--- src/sv/btlv_pkg.sv ---
package btlv_pkg;

  localparam logic [2:0] PH_IDLE      = 3'd0;
  localparam logic [2:0] PH_TAG_MORE  = 3'd1;
  localparam logic [2:0] PH_LEN_FIRST = 3'd2;
  localparam logic [2:0] PH_LEN_MORE  = 3'd3;
  localparam logic [2:0] PH_VALUE     = 3'd4;

  localparam logic [1:0] ROLE_FILLER = 2'd0;
  localparam logic [1:0] ROLE_TAG    = 2'd1;
  localparam logic [1:0] ROLE_LENGTH = 2'd2;
  localparam logic [1:0] ROLE_VALUE  = 2'd3;

  localparam logic [7:0] FILL_ZERO  = 8'h00;
  localparam logic [7:0] FILL_ONES  = 8'hFF;
  localparam logic [4:0] TAG_MULTI  = 5'h1F;
  localparam logic [3:0] TAG_CNT_MAX = 4'd15;

  typedef struct packed {
    logic [7:0]  byte_out;
    logic [1:0]  byte_role;
    logic        node_complete;
    logic [31:0] node_tag;
    logic [3:0]  tag_byte_count;
    logic [31:0] node_length;
    logic        value_truncated;
  } btlv_result_t;

endpackage

--- src/sv/btlv_stream_if.sv ---
interface btlv_in_if;
  logic       valid;
  logic       ready;
  logic [7:0] data_byte;
  logic       last_byte;

  modport source (output valid, output data_byte, output last_byte, input ready);
  modport sink (input valid, input data_byte, input last_byte, output ready);
endinterface

interface btlv_out_if;
  logic        valid;
  logic        ready;
  logic [7:0]  byte_out;
  logic [1:0]  byte_role;
  logic        node_complete;
  logic [31:0] node_tag;
  logic [3:0]  tag_byte_count;
  logic [31:0] node_length;
  logic        value_truncated;

  modport source (
    output valid, output byte_out, output byte_role, output node_complete,
    output node_tag, output tag_byte_count, output node_length,
    output value_truncated, input ready
  );
  modport sink (
    input valid, input byte_out, input byte_role, input node_complete,
    input node_tag, input tag_byte_count, input node_length,
    input value_truncated, output ready
  );
endinterface

--- src/sv/ber_tlv_stream_parser.sv ---
// Flat BER-TLV parser over a byte stream. One byte is taken per cycle while the
// parser has room, and each byte gives exactly one result in the next cycle,
// carrying the byte, its role (filler, tag, length, value) and, on the byte that
// closes a node, the tag, the tag byte count, the length and a truncation flag.
// Throughput is one byte per clock, set by the single parse-state update between
// the input handshake and the result register; the result register frees as it
// is read, so input is held back only while a result waits unread. A byte
// marked last returns the parser to its start state after it is handled.
module ber_tlv_stream_parser
  import btlv_pkg::*;
#(
  parameter int TAG_KEEP_BYTES = 4,
  parameter int LENGTH_WIDTH   = 32
) (
  input  logic         clk,
  input  logic         rst_n,
  btlv_in_if.sink      in_chan,
  btlv_out_if.source   out_chan
);

  btlv_result_t step_res;
  btlv_result_t reg_res;
  logic         room;
  logic         accept;

  assign in_chan.ready = room;
  assign accept        = in_chan.valid && room;

  btlv_parse #(
    .TAG_KEEP_BYTES (TAG_KEEP_BYTES),
    .LENGTH_WIDTH   (LENGTH_WIDTH)
  ) u_parse (
    .clk       (clk),
    .rst_n     (rst_n),
    .accept    (accept),
    .data_byte (in_chan.data_byte),
    .last_byte (in_chan.last_byte),
    .res       (step_res)
  );

  btlv_out_reg u_out_reg (
    .clk       (clk),
    .rst_n     (rst_n),
    .load      (accept),
    .res       (step_res),
    .out_ready (out_chan.ready),
    .out_valid (out_chan.valid),
    .out_res   (reg_res),
    .room      (room)
  );

  assign out_chan.byte_out        = reg_res.byte_out;
  assign out_chan.byte_role       = reg_res.byte_role;
  assign out_chan.node_complete   = reg_res.node_complete;
  assign out_chan.node_tag        = reg_res.node_tag;
  assign out_chan.tag_byte_count  = reg_res.tag_byte_count;
  assign out_chan.node_length     = reg_res.node_length;
  assign out_chan.value_truncated = reg_res.value_truncated;

endmodule

--- src/sv/btlv_parse.sv ---
module btlv_parse
  import btlv_pkg::*;
#(
  parameter int TAG_KEEP_BYTES = 4,
  parameter int LENGTH_WIDTH   = 32
) (
  input  logic         clk,
  input  logic         rst_n,
  input  logic         accept,
  input  logic [7:0]   data_byte,
  input  logic         last_byte,
  output btlv_result_t res
);

  localparam int TAG_W = (TAG_KEEP_BYTES * 8 > 32) ? 32 : TAG_KEEP_BYTES * 8;
  localparam int LW    = LENGTH_WIDTH;

  logic [2:0]       phase_r, phase_nxt;
  logic [TAG_W-1:0] tag_acc_r, tag_acc_nxt;
  logic [3:0]       tag_cnt_r, tag_cnt_nxt;
  logic [LW-1:0]    len_acc_r, len_acc_nxt;
  logic [6:0]       len_left_r, len_left_nxt;
  logic [LW-1:0]    val_left_r, val_left_nxt;
  logic [LW-1:0]    val_seen_r, val_seen_nxt;

  logic [TAG_W+7:0] tag_shift;
  logic [LW+7:0]    len_shift;
  logic [LW-1:0]    len_val;
  logic [LW-1:0]    seen_inc;
  logic [LW-1:0]    left_dec;
  logic             len_done;

  assign tag_shift = {tag_acc_r, data_byte};
  assign len_shift = {len_acc_r, data_byte};
  assign seen_inc  = val_seen_r + LW'(1);
  assign left_dec  = val_left_r - LW'(1);

  always_comb begin
    phase_nxt    = phase_r;
    tag_acc_nxt  = tag_acc_r;
    tag_cnt_nxt  = tag_cnt_r;
    len_acc_nxt  = len_acc_r;
    len_left_nxt = len_left_r;
    val_left_nxt = val_left_r;
    val_seen_nxt = val_seen_r;
    len_val      = '0;
    len_done     = 1'b0;

    res                 = '0;
    res.byte_out        = data_byte;
    res.byte_role       = ROLE_FILLER;

    unique case (phase_r)
      PH_IDLE: begin
        if (data_byte != FILL_ZERO && data_byte != FILL_ONES) begin
          res.byte_role = ROLE_TAG;
          tag_acc_nxt   = TAG_W'(data_byte);
          tag_cnt_nxt   = 4'd1;
          phase_nxt     = (data_byte[4:0] == TAG_MULTI) ? PH_TAG_MORE : PH_LEN_FIRST;
        end
      end
      PH_TAG_MORE: begin
        res.byte_role = ROLE_TAG;
        if (int'(tag_cnt_r) < TAG_KEEP_BYTES) begin
          tag_acc_nxt = tag_shift[TAG_W-1:0];
        end
        if (tag_cnt_r != TAG_CNT_MAX) begin
          tag_cnt_nxt = tag_cnt_r + 4'd1;
        end
        if (!data_byte[7]) begin
          phase_nxt = PH_LEN_FIRST;
        end
      end
      PH_LEN_FIRST: begin
        res.byte_role = ROLE_LENGTH;
        if (!data_byte[7]) begin
          len_val  = LW'(data_byte[6:0]);
          len_done = 1'b1;
        end else begin
          len_left_nxt = data_byte[6:0];
          if (data_byte[6:0] == 7'd0) begin
            len_done = 1'b1;
          end else begin
            phase_nxt = PH_LEN_MORE;
          end
        end
        len_acc_nxt = len_val;
      end
      PH_LEN_MORE: begin
        res.byte_role = ROLE_LENGTH;
        len_val       = len_shift[LW-1:0];
        len_acc_nxt   = len_val;
        len_left_nxt  = len_left_r - 7'd1;
        if (len_left_nxt == 7'd0) begin
          len_done = 1'b1;
        end
      end
      PH_VALUE: begin
        res.byte_role = ROLE_VALUE;
        val_seen_nxt  = seen_inc;
        val_left_nxt  = left_dec;
        if (left_dec == '0 || last_byte) begin
          res.node_complete   = 1'b1;
          res.node_tag        = 32'(tag_acc_r);
          res.tag_byte_count  = tag_cnt_r;
          res.node_length     = 32'(seen_inc);
          res.value_truncated = (left_dec != '0);
          phase_nxt           = PH_IDLE;
        end
      end
      default: begin
        phase_nxt = PH_IDLE;
      end
    endcase

    if (len_done) begin
      if (len_val == '0 || last_byte) begin
        res.node_complete   = 1'b1;
        res.node_tag        = 32'(tag_acc_r);
        res.tag_byte_count  = tag_cnt_r;
        res.node_length     = '0;
        res.value_truncated = (len_val != '0);
        phase_nxt           = PH_IDLE;
      end else begin
        val_left_nxt = len_val;
        val_seen_nxt = '0;
        phase_nxt    = PH_VALUE;
      end
    end

    if (last_byte) begin
      phase_nxt = PH_IDLE;
    end
  end

  always_ff @(posedge clk) begin
    if (!rst_n) begin
      phase_r <= PH_IDLE;
    end else if (accept) begin
      phase_r <= phase_nxt;
    end
  end

  always_ff @(posedge clk) begin
    if (accept) begin
      tag_acc_r  <= tag_acc_nxt;
      tag_cnt_r  <= tag_cnt_nxt;
      len_acc_r  <= len_acc_nxt;
      len_left_r <= len_left_nxt;
      val_left_r <= val_left_nxt;
      val_seen_r <= val_seen_nxt;
    end
  end

endmodule

--- src/sv/btlv_out_reg.sv ---
module btlv_out_reg
  import btlv_pkg::*;
(
  input  logic         clk,
  input  logic         rst_n,
  input  logic         load,
  input  btlv_result_t res,
  input  logic         out_ready,
  output logic         out_valid,
  output btlv_result_t out_res,
  output logic         room
);

  logic         valid_r, valid_nxt;
  btlv_result_t res_r;

  assign room      = !valid_r || out_ready;
  assign valid_nxt = load || (valid_r && !out_ready);
  assign out_valid = valid_r;
  assign out_res   = res_r;

  always_ff @(posedge clk) begin
    if (!rst_n) begin
      valid_r <= 1'b0;
    end else begin
      valid_r <= valid_nxt;
    end
  end

  always_ff @(posedge clk) begin
    if (load) begin
      res_r <= res;
    end
  end

endmodule
--- src/flat_wrapper.sv ---
// flat-port wrapper written by rule: the top's interface ports become plain ports
module ber_tlv_stream_parser_flat import btlv_pkg::*;
#(
  parameter int TAG_KEEP_BYTES = 4,
  parameter int LENGTH_WIDTH   = 32
)
  (clk, rst_n, in_chan_valid, in_chan_data_byte, in_chan_last_byte, in_chan_ready, out_chan_valid, out_chan_byte_out, out_chan_byte_role, out_chan_node_complete, out_chan_node_tag, out_chan_tag_byte_count, out_chan_node_length, out_chan_value_truncated, out_chan_ready);
  btlv_in_if in_chan_i ();
  btlv_out_if out_chan_i ();
  input  logic clk;
  input  logic rst_n;
  input wire logic [$bits(in_chan_i.valid)-1:0] in_chan_valid;
  input wire logic [$bits(in_chan_i.data_byte)-1:0] in_chan_data_byte;
  input wire logic [$bits(in_chan_i.last_byte)-1:0] in_chan_last_byte;
  output wire logic [$bits(in_chan_i.ready)-1:0] in_chan_ready;
  output wire logic [$bits(out_chan_i.valid)-1:0] out_chan_valid;
  output wire logic [$bits(out_chan_i.byte_out)-1:0] out_chan_byte_out;
  output wire logic [$bits(out_chan_i.byte_role)-1:0] out_chan_byte_role;
  output wire logic [$bits(out_chan_i.node_complete)-1:0] out_chan_node_complete;
  output wire logic [$bits(out_chan_i.node_tag)-1:0] out_chan_node_tag;
  output wire logic [$bits(out_chan_i.tag_byte_count)-1:0] out_chan_tag_byte_count;
  output wire logic [$bits(out_chan_i.node_length)-1:0] out_chan_node_length;
  output wire logic [$bits(out_chan_i.value_truncated)-1:0] out_chan_value_truncated;
  input wire logic [$bits(out_chan_i.ready)-1:0] out_chan_ready;
  assign in_chan_i.valid = in_chan_valid;
  assign in_chan_i.data_byte = in_chan_data_byte;
  assign in_chan_i.last_byte = in_chan_last_byte;
  assign in_chan_ready = in_chan_i.ready;
  assign out_chan_valid = out_chan_i.valid;
  assign out_chan_byte_out = out_chan_i.byte_out;
  assign out_chan_byte_role = out_chan_i.byte_role;
  assign out_chan_node_complete = out_chan_i.node_complete;
  assign out_chan_node_tag = out_chan_i.node_tag;
  assign out_chan_tag_byte_count = out_chan_i.tag_byte_count;
  assign out_chan_node_length = out_chan_i.node_length;
  assign out_chan_value_truncated = out_chan_i.value_truncated;
  assign out_chan_i.ready = out_chan_ready;
  ber_tlv_stream_parser #(.TAG_KEEP_BYTES(TAG_KEEP_BYTES), .LENGTH_WIDTH(LENGTH_WIDTH)) u_core (.clk(clk), .rst_n(rst_n), .in_chan(in_chan_i), .out_chan(out_chan_i));
endmodule
--- config.mk ---
export PLATFORM = sky130hd
export DESIGN_NAME = ber_tlv_stream_parser_flat
export DESIGN_NICKNAME = d
export VERILOG_FILES = /design/src/sv/btlv_pkg.sv /design/src/sv/btlv_stream_if.sv /design/src/sv/ber_tlv_stream_parser.sv /design/src/sv/btlv_parse.sv /design/src/sv/btlv_out_reg.sv /design/src/flat_wrapper.sv
export SDC_FILE = /design/constraint.sdc
export NUM_CORES = 1
export LEC_CHECK = 0
export BUFFER_PORTS_ARGS = -buffer_cell sky130_fd_sc_hd__buf_2
export CORE_MARGIN = 2
export CORE_UTILIZATION = 55
export DETAILED_ROUTE_END_ITERATION = 8
export PLACE_DENSITY = 0.79
export SYNTH_ARGS = -nofsm -noshare
export SYNTH_HDL_FRONTEND = slang
export SYNTH_SLANG_ARGS = --single-unit
--- constraint.sdc ---
create_clock -name clk -period 7.07 [get_ports clk]
set_clock_uncertainty 0.05 [all_clocks]
set_input_delay 0.3535 -clock clk [delete_from_list [all_inputs] [get_ports clk]]
set_output_delay 0.3535 -clock clk [all_outputs]
set_load 0.02 [all_outputs]
[After elaboration in Yosys (flattened, before gate mapping)]
Cells that the tools add are included.
Word-level totals
  register bits after elaboration: 215
  latch bits: 0
  bits in writable memories: 0
  bits in read-only memories: 0
  logic and storage cells: 99
  memories kept: 0
Operators by class
  add/subtract/negate cells: 4
  multipliers: 0
  divide/modulo/power cells: 0
  order comparisons: 1
  equal/unequal tests: 17
  shift operators: 0
  muxes and demuxes: 37
  bitwise operators: 0
  reduce and logical (&&, ||, !) cells: 25
Operator list (count)
  two-way mux 70 bit: 4
  two-way mux 32 bit: 8
  one-hot mux 32 bit (2 select lines): 2
  zero test 32 bit: 2
  nonzero test 32 bit: 2
  one-hot mux 24 bit (2 select lines): 1
  adder 32 x 1 -> 32 bit (second input constant): 1
  subtractor 32 x 1 -> 32 bit (second input constant): 1
  two-way mux 3 bit: 8
  inequality test 4 bit (second input constant): 6
  one-hot mux 3 bit (5 select lines): 1
  zero test 7 bit: 2
  two-way mux 7 bit: 2
  one-hot mux 7 bit (2 select lines): 1
  two-way mux 4 bit: 2
  inequality test 2 bit (second input constant): 4
  inequality test 8 bit (second input constant): 1
  one-hot mux 2 bit (4 select lines): 1
  one-hot mux 4 bit (2 select lines): 1
  AND reduction 4 bit: 2
  nonzero test 8 bit: 1
  AND reduction 7 bit: 1
  subtractor 7 x 1 -> 7 bit (second input constant): 1
  == test 3 x 2 -> 1 bit (second input constant): 2
  17 further kinds: 27

[Depth between registers and ports, before layout]
  word-level depth: 7
  depth in mapped cells: 12
  mapped depth without buffers: 9

[By module]
A second synthesis with hierarchy kept.
Unflattened totals
  cell total of the unflattened synthesis: 892
  area total of the unflattened synthesis: 10508.8 um^2
Modules (own cells, without submodules)
  btlv_parse: instances 1, cells each 807, area an instance 8051.5 um^2
  btlv_out_reg: instances 1, cells each 84, area an instance 2451.1 um^2
  ber_tlv_stream_parser: instances 1, cells each 1, area an instance 6.3 um^2

[Least setup slack after synthesis]
OpenSTA, ideal clock, no wires.
  kind: register to register
  start point: register u_core.u_out_reg.valid_r, in the netlist u_core.u_out_reg.out_valid
  end point: register u_core.u_parse.tag_acc_r[0], enable pin
  setup time: 421 ps
  arrival time: 5497 ps
  data required time: 6599 ps
  path slack: 1102 ps
  stages on the path, launching flop included: 6
  cells stage by stage: dfxtp_1 > nand2b_1 > nand2_1 > inv_1 > o211ai_1 > nor2_1
Between the ends
  word-level cells in the longest chain between the ends: 4
RTL lines
  start, declared: line btlv_out_reg.sv:14  | logic valid_r, valid_nxt;
  start signal, assigned: line btlv_out_reg.sv:26  | valid_r <= valid_nxt;
  zero test 1 bit: line btlv_out_reg.sv:17  | assign room = !valid_r || out_ready;
  logical OR 1 bit: line btlv_out_reg.sv:17
  named net in_chan_ready: line flat_wrapper.sv:15  | output wire logic [$bits(in_chan_i.ready)-1:0] in_chan_ready;
  logical AND 1 bit: line ber_tlv_stream_parser.sv:27  | assign accept = in_chan.valid && room;
  named net u_core.accept: line ber_tlv_stream_parser.sv:24  | logic accept;
  AND reduction 4 bit (no line)
  end signal, assigned: line btlv_parse.sv:146  | tag_acc_r <= tag_acc_nxt;
  end, declared: line btlv_parse.sv:19  | logic [TAG_W-1:0] tag_acc_r, tag_acc_nxt;
The timed path passes the listed nets, and every way through them passes these cells.
A chain may end at the register's enable or synchronous reset.

[Worst setup path in the final report]
  start point: register u_core.u_parse.phase_r[0]
  end point: register u_core.u_parse.val_left_r[1] (data pin)
Between the ends
  word-level cells in the longest chain between the ends: 6
  elaborated cells on any way between the ends: 10
RTL lines
  start, declared: line btlv_parse.sv:18  | logic [2:0] phase_r, phase_nxt;
  start signal, assigned: line btlv_parse.sv:140  | phase_r <= phase_nxt;
  == test 3 x 2 -> 1 bit: line btlv_parse.sv:53  | unique case (phase_r)
  one-hot mux 32 bit (2 select lines): line btlv_parse.sv:53
  zero test 32 bit: line btlv_parse.sv:117  | if (len_val == '0 || last_byte) begin
  logical OR 1 bit: line btlv_parse.sv:117
  two-way mux 32 bit: line btlv_parse.sv:117
  two-way mux 32 bit *: line btlv_parse.sv:116  | if (len_done) begin
  named net u_core.u_parse.val_left_nxt[1]: line btlv_parse.sv:23  | logic [LW-1:0] val_left_r, val_left_nxt;
  end signal, assigned: line btlv_parse.sv:150  | val_left_r <= val_left_nxt;
  end, declared: line btlv_parse.sv:23
Mark *: on every way through the listed nets, which the timed path passes. The rest lies on a longest branch.

==> out/qor.csv <==
metric,value,unit
cts_sinks,215,
die_w,143,um
fmax,0.239,GHz
endpoint_kind,register,
numCtsBuffers,23,
root_buffer,clkbuf_16,
yosys_most_used_dff,edfxtp_1,
status,completed,
rsz0062_at_grt,no,
final_cell_mix,"edfxtp_1, buf_2, nor2_1, nand2_1, xor2_1",
via_per_inst,5.63,
synth-edff-count,211,
crit_fanout,55,
slowest_delay,0.92,ns
syn_nets,917,
syn_inst,898,
cp_data_required_time,7.29,ns
core_area,18900,um2
path_buf_inv,3,
seqCellArea,6420,um2
crit_path_top_delay_cell,dfxtp_1,
ys_types,56,
cts_hold_buf,0,
start_util,0.566,
async_flop_share,0,
power_density,241,nW/um2
multiInputGateArea,4010,um2
routabilityCongestion,0.869,
stdcell_area,12100,um2
setup_ws,2.89,ns
grt_pass1_wl,34500,um
die_h,143,um
final_util,0.639,
detailed_place.area,11300,um2
report.final.slew_viol_count,0,
yosysWarningCount,0,
cts_resized,0,
hold_slack,0.0635,ns
finalNetCount,995,
startpoint_type,register,
arrival,4.40,ns
layout_commonest_cell,edfxtp_1,
synth_top_cell_by_area,edfxtp_1,
setup_viol,0,
fill_cells,1450,
cpLargestDelayFamily,simple AND/OR/NAND/NOR gates,
hp-class,in -> reg,
p_leak,4.21,nW
yosys.area.top_type_share,0.593,
synth_area,10700,um2
p_total,2.91,mW
hold_depth,3,
max-slew-margin-rel,0.205,
tns,0,ns
dieArea,20600,um2
ioPinCount,95,
hold_violations,0,
drv_cap,0,
reg2reg_slack,2.89,ns
cts_tree,built,
layout_min_cycle_time,4.18,ns
route.detailed.wl_per_inst,17.0,um
track_usage,0.210,
final_cells,1250,
ys_seq_area_frac,0.600,
drcViolationCount,0,
areaGrowthSynthToFinish,12.9,%
grt_max_degree,79,
io_buffers,94,
dp_slack,2.95,ns
worst-slew-pin-transition,1.19,ns
first_global_vias,6735,
crit_cells,9,
num_antenna_cells,0,
yosys-top-cells-area,"edfxtp_1, xor2_1, xnor2_1",
crit_chain,"inv_1, nor2_2, buf_4, and3_1, a31o_2, and3b_2, buf_4, a211oi_1, a31o_2",
dp_cells,1211,
reg2regPathDepth,9,
avgSynthCellArea,11.9,um2
worstSetupPathType,reg -> reg,
cts_buffer_depth,3,
clk_pin_slew,0.07,ns
peakVddDrop,0.197,mV
drt_pass1_iterations,5,
drtIter0Drc,703,
postCtsSetupBuffers,0,
drive_gt1_frac,0.205,
wirelength,21300,um
antenna_found_initial,0,
insertion_delay,0.51,ns
cts_max_level,1,
grt_overflow,0,
finalCritPeriodShare,0.592,
hpwl,13900,um
ys_seq_elements,215,
num_vias,7032,
ant_nets,0,
rows,50,
==> final timing paths <==
check | start | to
worst min register to register | u_core.u_out_reg.out_valid$_SDFF_PN0_ | u_core.u_out_reg.out_valid$_SDFF_PN0_
worst min-delay path | in_chan_valid | u_core.u_out_reg.out_valid$_SDFF_PN0_
worst max-delay path | u_core.u_parse.phase_r[0]$_SDFFE_PN0P_ | u_core.u_parse.val_left_r[1]$_DFFE_PP_
worst max register to register | u_core.u_parse.phase_r[0]$_SDFFE_PN0P_ | u_core.u_parse.val_left_r[1]$_DFFE_PP_
==> where the power goes <==
group / leakage, nW / switching (mW) / total (mW) / internal [mW]
logic: 1.76 / 0.139 / 0.209 / 0.0702
registers: 2.09 / 0.0523 / 1.53 / 1.48
clock network: 0.355 / 0.468 / 1.17 / 0.705
total: 4.21 / 0.659 / 2.91 / 2.26
==> state kept, by name, summed over array words and instances, names as in the netlist <==
register,count
u_core.u_parse.len_acc_r,24
u_core.u_out_reg.out_res,80
u_core.u_parse.tag_acc_r,32
u_core.u_parse.tag_cnt_r,4
u_core.u_parse.val_seen_r,32
u_core.u_parse.len_left_r,7
u_core.u_out_reg.out_valid,1
u_core.u_parse.phase_r,3
u_core.u_parse.val_left_r,32
==> layout make-up <==
class,instances,share of cell area
flip-flops and latches,215,0.532
multi-input cells,622,0.333
clock buffers,28,0.0493
repair buffers,103,0.0446
well taps,260,0.0270
clock inverters,11,0.0111
inverters,11,0.00384
==> metal layers <==
metal  vias to the layer above  global-route usage  wire [um]
li1                       3422                   -          -
met5                         -                   0          0
met1                      3323               0.303       9590
met3                        26              0.0323       1360
met4                         0              0.0557        335
met2                       261               0.335      10000
==> logic make-up (layout without fill, tap and decap cells) <==
family	Yosys count	in the layout	synth area share
fa+ha+maj	6	6	0.00702
mux	7	7	0.00702
compound gates	104	104	0.0684
buf+inv	61	153	0.0266
xor+xnor	103	103	0.0844
simple gates	402	402	0.206
flops	215	215	0.600
==> tightest hold or removal path, delay by kind of cell <==
family	cells	cell delay (ns)
AO/OA/AOI/OAI	1	0.08
buffers and inverters	2	0.14
==> synth_stat cells, types with 6 or more instances <==
cell type  number
a21boi_0        9
a21boi_1       19
a21boi_2       10
a21oi_1        22
and2_1         27
and3_1         36
buf_1           8
buf_6           7
clkbuf_1       33
edfxtp_1      211
ha_1            6
inv_1          11
nand2_1        83
nand3_1        32
nand4_1        13
nor2_1         91
nor3_1         25
nor3_2         30
nor4_1         22
o21ai_0        17
or3_1           6
or4_1           7
xnor2_1        49
xor2_1         54
Note: power is estimated with default switching activity, not from simulation.
